==> src/rtl/assert_macros.svh <==
// Assertion macros shared by the wheel speed RTL.
// No dependencies; compiled out when NO_ASSERTIONS is defined.
`ifndef ASSERT_MACROS_SVH
`define ASSERT_MACROS_SVH
`ifndef NO_ASSERTIONS
// Checked property, disabled while reset is high
`define WSC_ASSERT(lbl, clk, rst, prop, msg) \
  lbl: assert property (@(posedge clk) disable iff (rst) prop) else $error(msg);
// Checked property, also active during reset
`define WSC_ASSERT_ALWAYS(lbl, clk, prop, msg) \
  lbl: assert property (@(posedge clk) prop) else $error(msg);
`else
`define WSC_ASSERT(lbl, clk, rst, prop, msg)
`define WSC_ASSERT_ALWAYS(lbl, clk, prop, msg)
`endif
`endif

==> src/rtl/wsc_pkg.sv <==
// Package for the wheel speed block: item types, register indexes, datapath widths.
// No dependencies.
`default_nettype none

package wsc_pkg;

  // Divider operand widths: dividend up to 51 bits, divisor up to 44 bits
  localparam int unsigned DVD_W = 51;
  localparam int unsigned DVS_W = 44;
  localparam int unsigned Q_W   = 32;
  // Intervals wider than this give zero rpm (all ones when teeth per turn is zero)
  localparam int unsigned IVAL_W = 36;
  localparam int unsigned CNT_W  = 5;

  // 3 * (rpm sum) * circumference / 100000: km/h in Q4
  localparam logic [DVS_W-1:0] SPEED_DIV = 44'd100000;

  typedef enum logic [1:0] {
    REG_TEETH    = 2'd0,
    REG_TPM      = 2'd1,
    REG_CIRC     = 2'd2,
    REG_TIMEOUT  = 2'd3
  } cfg_reg_t;

  typedef struct packed {
    logic        new_left;
    logic [31:0] stamp_left_latest;
    logic [31:0] stamp_left_before;
    logic        new_right;
    logic [31:0] stamp_right_latest;
    logic [31:0] stamp_right_before;
  } in_item_t;

  typedef struct packed {
    logic [31:0] rpm_left_q4;
    logic [31:0] rpm_right_q4;
    logic [31:0] speed_kmh_q4;
  } out_item_t;

endpackage

`default_nettype wire

==> src/rtl/wsc_div.sv <==
// Shared restoring divider, one quotient bit per cycle, 32-bit saturating quotient.
// Depends on wsc_pkg and assert_macros.svh.
`default_nettype none
`include "assert_macros.svh"

module wsc_div import wsc_pkg::*; (
  input  wire logic             clk,
  input  wire logic             rst,
  input  wire logic             start,
  input  wire logic [DVD_W-1:0] dividend,
  input  wire logic [DVS_W-1:0] divisor,
  output logic                  done,
  output logic [Q_W-1:0]        quotient
);

  logic             busy;
  logic [CNT_W-1:0] cnt;
  logic [DVS_W-1:0] rem;
  logic [Q_W-1:0]   qr;

  logic [DVS_W-1:0] hi;
  logic             sat;
  logic [DVS_W:0]   shifted;
  logic [DVS_W:0]   diff;
  logic             take;

  // Quotient fits in 32 bits only if dividend >> 32 is below the divisor
  assign hi  = DVS_W'(dividend[DVD_W-1:Q_W]);
  assign sat = (hi >= divisor);

  // One restoring step
  assign shifted = {rem, qr[Q_W-1]};
  assign take    = (shifted >= {1'b0, divisor});
  assign diff    = shifted - {1'b0, divisor};

  // Control
  always_ff @(posedge clk) begin
    if (rst) begin
      busy <= 1'b0;
      done <= 1'b0;
      cnt  <= '0;
    end else begin
      done <= 1'b0;
      if (start) begin
        cnt <= '0;
        if (sat) begin
          done <= 1'b1;
        end else begin
          busy <= 1'b1;
        end
      end else if (busy) begin
        cnt <= cnt + CNT_W'(1);
        if (cnt == {CNT_W{1'b1}}) begin
          busy <= 1'b0;
          done <= 1'b1;
        end
      end
    end
  end

  // Datapath: remainder and quotient shift register
  always_ff @(posedge clk) begin
    if (start) begin
      if (sat) begin
        qr <= {Q_W{1'b1}};
      end else begin
        rem <= hi;
        qr  <= dividend[Q_W-1:0];
      end
    end else if (busy) begin
      rem <= take ? diff[DVS_W-1:0] : shifted[DVS_W-1:0];
      qr  <= {qr[Q_W-2:0], take};
    end
  end

  assign quotient = qr;

  `WSC_ASSERT(a_start_idle, clk, rst, start |-> !busy, "divider started while busy")
  `WSC_ASSERT(a_run_after_start, clk, rst, (start && !sat) |=> (busy && !done),
              "divider did not begin iterating")
  `WSC_ASSERT(a_done_ends_run, clk, rst, done |-> !busy, "done raised while still iterating")

endmodule

`default_nettype wire

==> src/rtl/wheel_speed_from_capture.sv <==
// Wheel speed from tooth capture timestamps: top level with sequencer and state.
// Depends on wsc_pkg, wsc_div and assert_macros.svh.
//
// One poll item in, one result item out. Per wheel with new captures and a
// nonzero in-range tooth interval, the interval is converted to rpm (Q4) by a
// division; the vehicle speed (Q4 km/h) takes one more division. All three
// divisions run on one shared bit-serial divider: a division holds the
// sequencer through its start, 32 steps and hand-off, or only through start and
// hand-off when the quotient saturates. The block takes a new item only when the
// previous one is finished; a finished result waits in the output register while
// the next item is already accepted, and a result that is still waiting there
// holds the sequencer in its last state.
`default_nettype none
`include "assert_macros.svh"

module wheel_speed_from_capture import wsc_pkg::*; #(
  parameter int unsigned STAMP_WIDTH = 32
) (
  input  wire logic      clk,
  input  wire logic      rst,
  input  wire logic      in_valid,
  output logic           in_ready,
  input  wire in_item_t  in_data,
  output logic           out_valid,
  input  wire logic      out_ready,
  output out_item_t      out_data,
  input  wire logic      cfg_we,
  input  wire logic [1:0]  cfg_index,
  input  wire logic [31:0] cfg_data
);

  // Interval arithmetic width: at least the overflow limit
  localparam int unsigned DW = (STAMP_WIDTH > IVAL_W) ? STAMP_WIDTH : IVAL_W;
  localparam logic [DW-1:0] STAMP_MASK = {DW{1'b1}} >> (DW - STAMP_WIDTH);

  typedef enum logic [7:0] {
    S_IDLE   = 8'b0000_0001,
    S_WHEEL  = 8'b0000_0010,
    S_DSTART = 8'b0000_0100,
    S_DWAIT  = 8'b0000_1000,
    S_SUM    = 8'b0001_0000,
    S_MUL    = 8'b0010_0000,
    S_MUL3   = 8'b0100_0000,
    S_OUT    = 8'b1000_0000
  } state_t;

  state_t state;

  // Configuration
  logic [7:0]  teeth_per_turn;
  logic [31:0] ticks_per_minute;
  logic [15:0] wheel_circumference_mm;
  logic [15:0] stop_timeout_polls;

  // Wheel state
  logic [31:0] rpm_left, rpm_right;
  logic [15:0] stall_left, stall_right;

  // Work registers
  in_item_t         item;
  logic             sel;
  logic             div_speed;
  logic [DVS_W-1:0] den;
  logic [DVD_W-1:0] acc;
  logic [31:0]      speed;

  // Divider hookup
  logic             div_start;
  logic [DVD_W-1:0] div_dividend;
  logic [DVS_W-1:0] div_divisor;
  logic             div_done;
  logic [Q_W-1:0]   div_quot;

  // Selected wheel
  logic        w_flag;
  logic [31:0] w_latest, w_before;
  logic [15:0] w_stall, w_stall_next;
  logic [DW-1:0]     diff_full, ival_masked;
  logic [IVAL_W-1:0] interval;
  logic              ival_over;
  logic [31:0]       ovf_rpm;
  logic [DVS_W-1:0]  den_calc;
  logic              out_free;

  assign in_ready = (state == S_IDLE);
  assign out_free = !out_valid || out_ready;

  // Configuration writes
  always_ff @(posedge clk) begin
    if (rst) begin
      teeth_per_turn         <= 8'd22;
      ticks_per_minute       <= 32'd60000000;
      wheel_circumference_mm <= 16'd1800;
      stop_timeout_polls     <= 16'd10;
    end else if (cfg_we) begin
      unique case (cfg_reg_t'(cfg_index))
        REG_TEETH:   teeth_per_turn         <= cfg_data[7:0];
        REG_TPM:     ticks_per_minute       <= cfg_data;
        REG_CIRC:    wheel_circumference_mm <= cfg_data[15:0];
        REG_TIMEOUT: stop_timeout_polls     <= cfg_data[15:0];
        default:     ;
      endcase
    end
  end

  // Per-wheel operand select
  assign w_flag   = sel ? item.new_right : item.new_left;
  assign w_latest = sel ? item.stamp_right_latest : item.stamp_left_latest;
  assign w_before = sel ? item.stamp_right_before : item.stamp_left_before;
  assign w_stall  = sel ? stall_right : stall_left;
  assign w_stall_next = (w_stall == 16'hFFFF) ? w_stall : w_stall + 16'd1;

  // Tooth interval modulo 2^STAMP_WIDTH
  assign diff_full   = DW'(w_latest) - DW'(w_before);
  assign ival_masked = diff_full & STAMP_MASK;
  assign ival_over   = ((ival_masked >> IVAL_W) != '0);
  assign interval    = ival_masked[IVAL_W-1:0];
  assign den_calc    = DVS_W'(interval) * DVS_W'(teeth_per_turn);

  // Oversized interval: zero rpm, unless zero teeth makes the divisor zero
  assign ovf_rpm = (teeth_per_turn == 8'd0) ? 32'hFFFF_FFFF : 32'd0;

  // Divider operands
  assign div_start    = (state == S_DSTART);
  assign div_dividend = div_speed ? acc : DVD_W'({ticks_per_minute, 4'b0000});
  assign div_divisor  = div_speed ? SPEED_DIV : den;

  wsc_div u_div (
    .clk      (clk),
    .rst      (rst),
    .start    (div_start),
    .dividend (div_dividend),
    .divisor  (div_divisor),
    .done     (div_done),
    .quotient (div_quot)
  );

  // Sequencer and wheel state
  always_ff @(posedge clk) begin
    if (rst) begin
      state       <= S_IDLE;
      out_valid   <= 1'b0;
      sel         <= 1'b0;
      div_speed   <= 1'b0;
      rpm_left    <= '0;
      rpm_right   <= '0;
      stall_left  <= '0;
      stall_right <= '0;
    end else begin
      if (out_ready) begin
        out_valid <= 1'b0;
      end
      unique case (state)
        S_IDLE: begin
          if (in_valid) begin
            sel       <= 1'b0;
            div_speed <= 1'b0;
            state     <= S_WHEEL;
          end
        end
        S_WHEEL: begin
          state <= sel ? S_SUM : S_WHEEL;
          sel   <= 1'b1;
          if (w_flag) begin
            if (sel) stall_right <= '0;
            else     stall_left  <= '0;
            if (ival_over) begin
              if (sel) rpm_right <= ovf_rpm;
              else     rpm_left  <= ovf_rpm;
            end else if (interval != '0) begin
              sel   <= sel;
              state <= S_DSTART;
            end
          end else begin
            if (sel) stall_right <= w_stall_next;
            else     stall_left  <= w_stall_next;
            if (w_stall_next > stop_timeout_polls) begin
              if (sel) rpm_right <= '0;
              else     rpm_left  <= '0;
            end
          end
        end
        S_DSTART: begin
          state <= S_DWAIT;
        end
        S_DWAIT: begin
          if (div_done) begin
            if (div_speed) begin
              state <= S_OUT;
            end else begin
              if (sel) rpm_right <= div_quot;
              else     rpm_left  <= div_quot;
              state <= sel ? S_SUM : S_WHEEL;
              sel   <= 1'b1;
            end
          end
        end
        S_SUM: begin
          state <= S_MUL;
        end
        S_MUL: begin
          state <= S_MUL3;
        end
        S_MUL3: begin
          div_speed <= 1'b1;
          state     <= S_DSTART;
        end
        S_OUT: begin
          if (out_free) begin
            out_valid <= 1'b1;
            state     <= S_IDLE;
          end
        end
        default: state <= S_IDLE;
      endcase
    end
  end

  // Payload registers
  always_ff @(posedge clk) begin
    if (state == S_IDLE && in_valid) begin
      item <= in_data;
    end
    if (state == S_WHEEL) begin
      den <= den_calc;
    end
    // Speed: rpm sum, times circumference, times three
    unique case (state)
      S_SUM:   acc <= DVD_W'(rpm_left) + DVD_W'(rpm_right);
      S_MUL:   acc <= DVD_W'(acc[32:0] * 49'(wheel_circumference_mm));
      S_MUL3:  acc <= acc + (acc << 1);
      default: ;
    endcase
    if (state == S_DWAIT && div_done && div_speed) begin
      speed <= div_quot;
    end
    if (state == S_OUT && out_free) begin
      out_data.rpm_left_q4  <= rpm_left;
      out_data.rpm_right_q4 <= rpm_right;
      out_data.speed_kmh_q4 <= speed;
    end
  end

  `WSC_ASSERT_ALWAYS(a_reset_empty, clk, rst |=> (!out_valid && in_ready),
                     "reset did not leave the block empty and idle")
  `WSC_ASSERT(a_accept_busy, clk, rst, (in_valid && in_ready) |=> !in_ready,
              "block still ready after taking an item")
  `WSC_ASSERT(a_done_in_wait, clk, rst, div_done |-> (state == S_DWAIT),
              "divider finished outside the wait state")
  `WSC_ASSERT(a_result_loaded, clk, rst, (state == S_OUT && out_free) |=> (out_valid && in_ready),
              "finished item not presented")

endmodule

`default_nettype wire
==> config.mk <==
export PLATFORM = sky130hd
export DESIGN_NAME = wheel_speed_from_capture
export DESIGN_NICKNAME = d
export VERILOG_FILES = /design/src/rtl/wsc_pkg.sv /design/src/rtl/wsc_div.sv /design/src/rtl/wheel_speed_from_capture.sv
export VERILOG_INCLUDE_DIRS = /design/src /design/src/rtl
export SDC_FILE = /design/constraint.sdc
export NUM_CORES = 2
export LEC_CHECK = 0
export BUFFER_PORTS_ARGS = -buffer_cell sky130_fd_sc_hd__clkbuf_2
export CORE_ASPECT_RATIO = 1.25
export CORE_MARGIN = 4
export CORE_UTILIZATION = 59
export CTS_BUF_LIST = sky130_fd_sc_hd__clkbuf_4
export CTS_CLUSTER_SIZE = 20
export DETAILED_ROUTE_END_ITERATION = 6
export PLACE_DENSITY = 0.74
export SYNTH_ARGS = -nofsm -noshare
export SYNTH_HDL_FRONTEND = slang
export SYNTH_SLANG_ARGS = --single-unit
==> constraint.sdc <==
create_clock -name clk -period 12.2 [get_ports clk]
set_input_delay 2.44 -clock clk [delete_from_list [all_inputs] [get_ports clk]]
set_output_delay 2.44 -clock clk [all_outputs]
set_load 0.03 [all_outputs]
=== Word level (Yosys, flattened, before mapping) ===
Index checks and enable logic that the tools add are counted.

* Register bits after elaboration: 615
* Input port bits: 169
* Output and inout port bits: 98
* Logic and storage cells: 153

* $add $sub $neg: 6
* $mul: 2
* Magnitude comparators: 3
* Equality and inequality tests: 25
* Mux-type cells: 61
* Bitwise gates (word level): 1
* Reduce and logical (&&, ||, !) cells: 26

{| class="wikitable"
|+ Operators by type and width
! cell !! number
|-
| $mux 32 || 17
|-
| $mux 44 || 5
|-
| $pmux 51 s3 || 1
|-
| $mux 16 || 8
|-
| $pmux 32 s2 || 2
|-
| $pmux 8 s8 || 1
|-
| $add 51x51->51 || 1
|-
| $mux 51 || 1
|-
| $mul 33x16->49 || 1
|-
| $ge 45x44->1 || 1
|-
| $ge 19x44->1 || 1
|-
| $sub 44x44->44 || 1
|-
| $mul 32x8->40 || 1
|-
| $reduce_bool 36->1 || 1
|-
| $add 32x32->33 || 1
|-
| $mux 8 || 4
|-
| $sub 32x32->32 || 1
|-
| $ne 2x2->1 const B || 10
|-
| $mux 1 || 17
|-
| $add 16x1->16 const B || 1
|-
| $eq 16x16->1 const B || 1
|-
| $gt 16x16->1 || 1
|-
| $reduce_and 2->1 || 8
|-
| $mux 5 || 3
|-
| 27 further kinds || 35
|}

=== Logic depth before layout (Yosys ltp) ===
* Depth in word-level cells: 7
* Depth in mapped cells: 36
* Mapped depth without buffers: 30

=== Hierarchy ===
A second synthesis with hierarchy kept.

* Cell total of the unflattened synthesis: 6,074
* Area total of the unflattened synthesis: 57,779.2 sq um

{| class="wikitable"
|+ By module, submodules not included
! module !! times used !! cells an instance !! area each (sq um) !! seq. area each (sq um)
|-
| wheel_speed_from_capture || 1 || 5,229 || 50,664.8 || 14,063.5
|-
| wsc_div || 1 || 845 || 7,114.3 || 2,422.3
|}

=== Least setup slack after synthesis ===
Ideal clock, no wire load.

* Path type: register -> register
* Start point: register sel
* End point: register den[39], data pin
* Library setup time: 0.260 ns
* Arrival time: 9.345 ns
* Required time: 11.940 ns
* Slack: 2.596 ns
* Stages on the path, launching flop included: 35
* Buffers on the path: 6
* Clock period less this slack: 9.604 ns
* Path through: dfxtp_1 > clkbuf_1 > clkbuf_1 > clkbuf_1 > buf_1 > buf_1 > buf_1 > mux2i_1 > ha_1 > inv_1 > fa_1 > a211o_1 > a2111oi_2 > nor3_1 > o311ai_2 > a21oi_1 > a31oi_1 > and2_1 > fa_1 > fa_1 > fa_1 > fa_1 > ha_1 > a21o_1 > a211oi_1 > nor3_1 > o311a_1 > a211oi_1 > a311oi_1 > o31a_1 > o21ai_0 > nand2b_1 > a21o_1 > a21oi_1 > xnor2_1

* Word-level cells in the longest chain between the ends: 3
* Elaborated cells on any way between the ends: 4
* Those cells by class: 1 x add/sub; 1 x mul; 2 x mux

{| class="wikitable"
|+ RTL lines
! what !! line !! text
|-
| start, declared || wheel_speed_from_capture.sv:61 || <nowiki>logic sel;</nowiki>
|-
| start signal, assigned || wheel_speed_from_capture.sv:171 || <nowiki>sel <= sel;</nowiki>
|-
| $mux 32, on equally long branches || wheel_speed_from_capture.sv:108, wheel_speed_from_capture.sv:109 ||
|-
| $sub 32x32->32 * || wheel_speed_from_capture.sv:114 || <nowiki>assign diff_full = DW'(w_latest) - DW'(w_before);</nowiki>
|-
| $mul 32x8->40 * || wheel_speed_from_capture.sv:118 || <nowiki>assign den_calc = DVS_W'(interval) * DVS_W'(teeth_per_turn);</nowiki>
|-
| net den_calc[39] || wheel_speed_from_capture.sv:82 || <nowiki>logic [DVS_W-1:0] den_calc;</nowiki>
|-
| end signal, assigned || wheel_speed_from_capture.sv:225 || <nowiki>den <= den_calc;</nowiki>
|-
| end, declared || wheel_speed_from_capture.sv:63 || <nowiki>logic [DVS_W-1:0] den;</nowiki>
|}

The timed path passes the listed nets; every way through them passes the cells marked *.
A chain may end at the register's enable or synchronous reset.

=== Final worst setup path ===
Same ends and word-level chain as after synthesis.

==> impl_metrics.py <==
metrics = {
    "status": {
        "outcome": "completed",
    },
    "layout": {
        "fillCellCount": 7771,
        "seqCellArea_sq_mm": 0.0165,
        "layout_common_cells": "nand2_1 (866), inv_1 (707), fa_1 (616)",
        "final_common_cell": "nand2_1",
        "nets": 7216,
        "drive_gt1_share_pct": 11.3,
        "multi_input_area_sq_mm": 0.0359,
        "syn2layout_area_growth_pct": 8.20,
    },
    "timing": {
        "tightest_slew_ns": 1.23,
        "period_share_pct": 78.1,
        "rsz0062_at_grt": "false",
        "setup_viol": 0,
        "hold_ws_ns": 0.381,
        "setup_tns_ns": 0,
        "clock_skew_ns": 0.0994,
        "slew_headroom_pct": 17.8,
        "post-route-min-period_ns": 9.53,
        "slew_viol_final": 0,
        "fmax_ghz": 0.105,
        "hold_viol": 0,
    },
    "min_path": {
        "hold_depth": 0,
        "worstHoldStart": "speed[3]",
        "min_to": "out_data[3]",
        "hold_path_class": "reg -> reg",
    },
    "die": {
        "die_area_sq_mm": 0.100,
        "core-area_sq_mm": 0.0943,
        "std_cell_rows": 126,
        "die_w_um": 284,
        "io_pins": 267,
        "floorplan.initialDensity_pct": 59.4,
        "die_h_um": 353,
    },
    "clock_network": {
        "clk_path_buf_depth": 3,
        "cts.repair.resized": 0,
        "clockRootBuffer": "clkbuf_4",
        "path_clk_slew_ns": 0.07,
        "cts_buffers": 155,
        "cts_tree": "done",
        "cts_hold_repair.buffers": 0,
        "clock_latency_ns": 1.10,
        "h-tree-depth": 4,
        "cts_setup_buffers": 0,
        "clock-sinks": 611,
    },
    "routing": {
        "drt_iter0_drc": 3046,
        "ant_nets": 0,
        "drc": 0,
        "viasPerCell": 5.92,
        "wirelength_um": 154000,
        "vias": 43900,
        "firstDrtPassIters": 7,
        "wire_per_inst_um": 20.8,
    },
    "global_routing": {
        "grt_start_max_net_pins": 98,
        "track_usage_pct": 31.0,
        "grt_pass1_wl_um": 246000,
        "grt_overflow": 0,
        "grt_pass1_vias": 46000,
        "antenna_found_initial": 6,
    },
    "synthesis": {
        "yosys.cell_types.count": 86,
        "syn-num-nets": 6988,
        "ys_seq_area_share_pct": 29.4,
        "synth-seq-cells": 611,
        "async_flop_share_pct": 0,
        "ys.flop_type": "edfxtp_1",
        "netlist_instances": 5841,
        "synth-simple-area-share_pct": 16.4,
        "synth_adder_area_share_pct": 30.1,
        "synth_top_family_by_area": "adder cells",
        "syn_area_per_cell_sq_um": 9.59,
        "synth-xor-area-share_pct": 3.28,
        "synth-edff-count": 425,
        "ys_warn_count": 0,
        "synth.cell_area_sq_mm": 0.0560,
        "synth.mux.area_fraction_pct": 2.70,
        "synth_compound_area_share_pct": 11.5,
    },
    "setup_path": {
        "start_kind": "flop",
        "critical_path_class": "reg -> reg",
        "max_stage_delay_ns": 0.80,
        "worstPathBufferInverterCount": 1,
        "timing.rr.end": "den[39]",
        "reg2reg_depth": 26,
        "end_kind": "flop",
        "cp.required_ns": 13.01,
        "cp_max_fo": 64,
        "r2r-start": "sel",
        "critPathSlowestCell": "dfxtp_4",
        "regToRegSetupSlack_ns": 2.67,
        "critical_path_arrival_ns": 10.34,
        "critical-path-top-delay-family": "compound AO/OA/AOI/OAI gates",
        "path_common_cell": "fa_1",
    },
    "placed_design": {
        "gp_congestion": 0.971,
        "dpl.hpwl_um": 116000,
        "portBuffers": 266,
    },
    "flow_run": {
        "maxCapViolations": 0,
    },
}
## cell usage after synthesis, types with 8 or more instances
cell	n	area share [%]
nand3b_1	26	0.35
and4_1	9	0.14
and3_1	32	0.36
xor2_1	89	1.4
inv_1	708	4.7
xnor2_1	121	1.9
o211ai_1	20	0.27
and2_1	372	4.2
a221o_1	8	0.14
buf_1	12	0.080
a22oi_1	25	0.33
a211o_1	14	0.22
clkbuf_1	248	1.7
nand3_1	126	1.1
edfxtp_1	425	23
nand2b_1	52	0.58
dfxtp_1	186	6.6
o31ai_1	12	0.16
o21bai_1	33	0.44
a31oi_1	23	0.26
nor4_1	20	0.22
nor2b_1	72	0.80
or2_2	11	0.12
nand2_1	866	5.8
a21oi_1	380	3.4
o22a_1	28	0.44
mux2i_1	104	1.9
a21boi_0	9	0.12
o21ai_0	181	1.6
a211oi_1	31	0.42
nor3_1	58	0.52
o21a_1	40	0.54
ha_1	362	8.1
a21o_1	97	1.3
fa_1	616	22
o41ai_1	8	0.13
mux2_2	40	0.80
nand4b_1	8	0.13
nor2_1	185	1.2
or3_1	18	0.20
o22ai_1	21	0.23
nand4_1	25	0.28
## registers in the layout, indices dropped and copies added (netlist names), 5 cells and up
signal                  cells
stall_right                16
rpm_left                   32
speed                      32
wheel_circumference_mm     16
out_data                   96
rpm_right                  32
item                      130
u_div.rem                  44
ticks_per_minute           32
teeth_per_turn              8
u_div.quotient             32
stop_timeout_polls         16
state                       8
u_div.cnt                   5
acc                        51
stall_left                 16
den                        40
## per-layer routing
layer	vias to the layer above	wire length [um]	track usage, %
li1	20100	-	-
met3	545	9720	5.38
met2	1674	78100	54.6
met4	4	11900	20.7
met1	21600	54600	34.3
met5	-	23	0
## cells by family (layout without fill, tap and decap cells)
family | Yosys count | in the layout
flip-flops | 611 | 611
buffers and inverters | 972 | 1323
other | 0 | 5
AND/OR/NAND/NOR | 1907 | 1907
adder cells (fa/ha/maj) | 978 | 978
AO/OA/AOI/OAI | 1018 | 1018
XOR/XNOR | 210 | 210
multiplexers | 145 | 145
## cell type report
| cell class | instances | share of cell area (%) |
|---|---|---|
| multi-input combinational | 4258 | 59.3 |
| sequential | 611 | 27.2 |
| inverter | 708 | 4.38 |
| timing repair buffer | 335 | 3.06 |
| clock buffer | 228 | 2.82 |
| tap | 1216 | 2.51 |
| clock inverter | 52 | 0.700 |
| antenna | 5 | 0.0206 |
## stage by stage
stage | instances | worst slack [ns] | cell area (sq um) | util (%)
after detailed placement | 7128 | 2.71 | 58500 | 62.0
after global placement | 7128 | 2.99 | 58500 | 62.0
after floorplan | 5841 | 2.60 | 56000 | -
after CTS | 7408 | 2.68 | 60600 | 64.3
final | 7413 | 2.67 | 60600 | 64.3
after global routing | 7411 | 2.11 | 60600 | 64.3
## worst max path at each step
stage / startpoint / cells after the start / slack, ns / to
global route: sel / 26 / 2.11 / den[39]
floorplan: sel / 34 / 2.60 / den[39]
detailed placement: sel / 29 / 2.71 / den[39]
global placement: sel / 26 / 2.99 / den[39]
CTS: sel / 26 / 2.68 / den[39]
finish: sel / 26 / 2.67 / den[39]
Power is left out: the tool's default activity adds up to more than one toggle a clock period on the data nets, which glitch-free logic cannot reach.
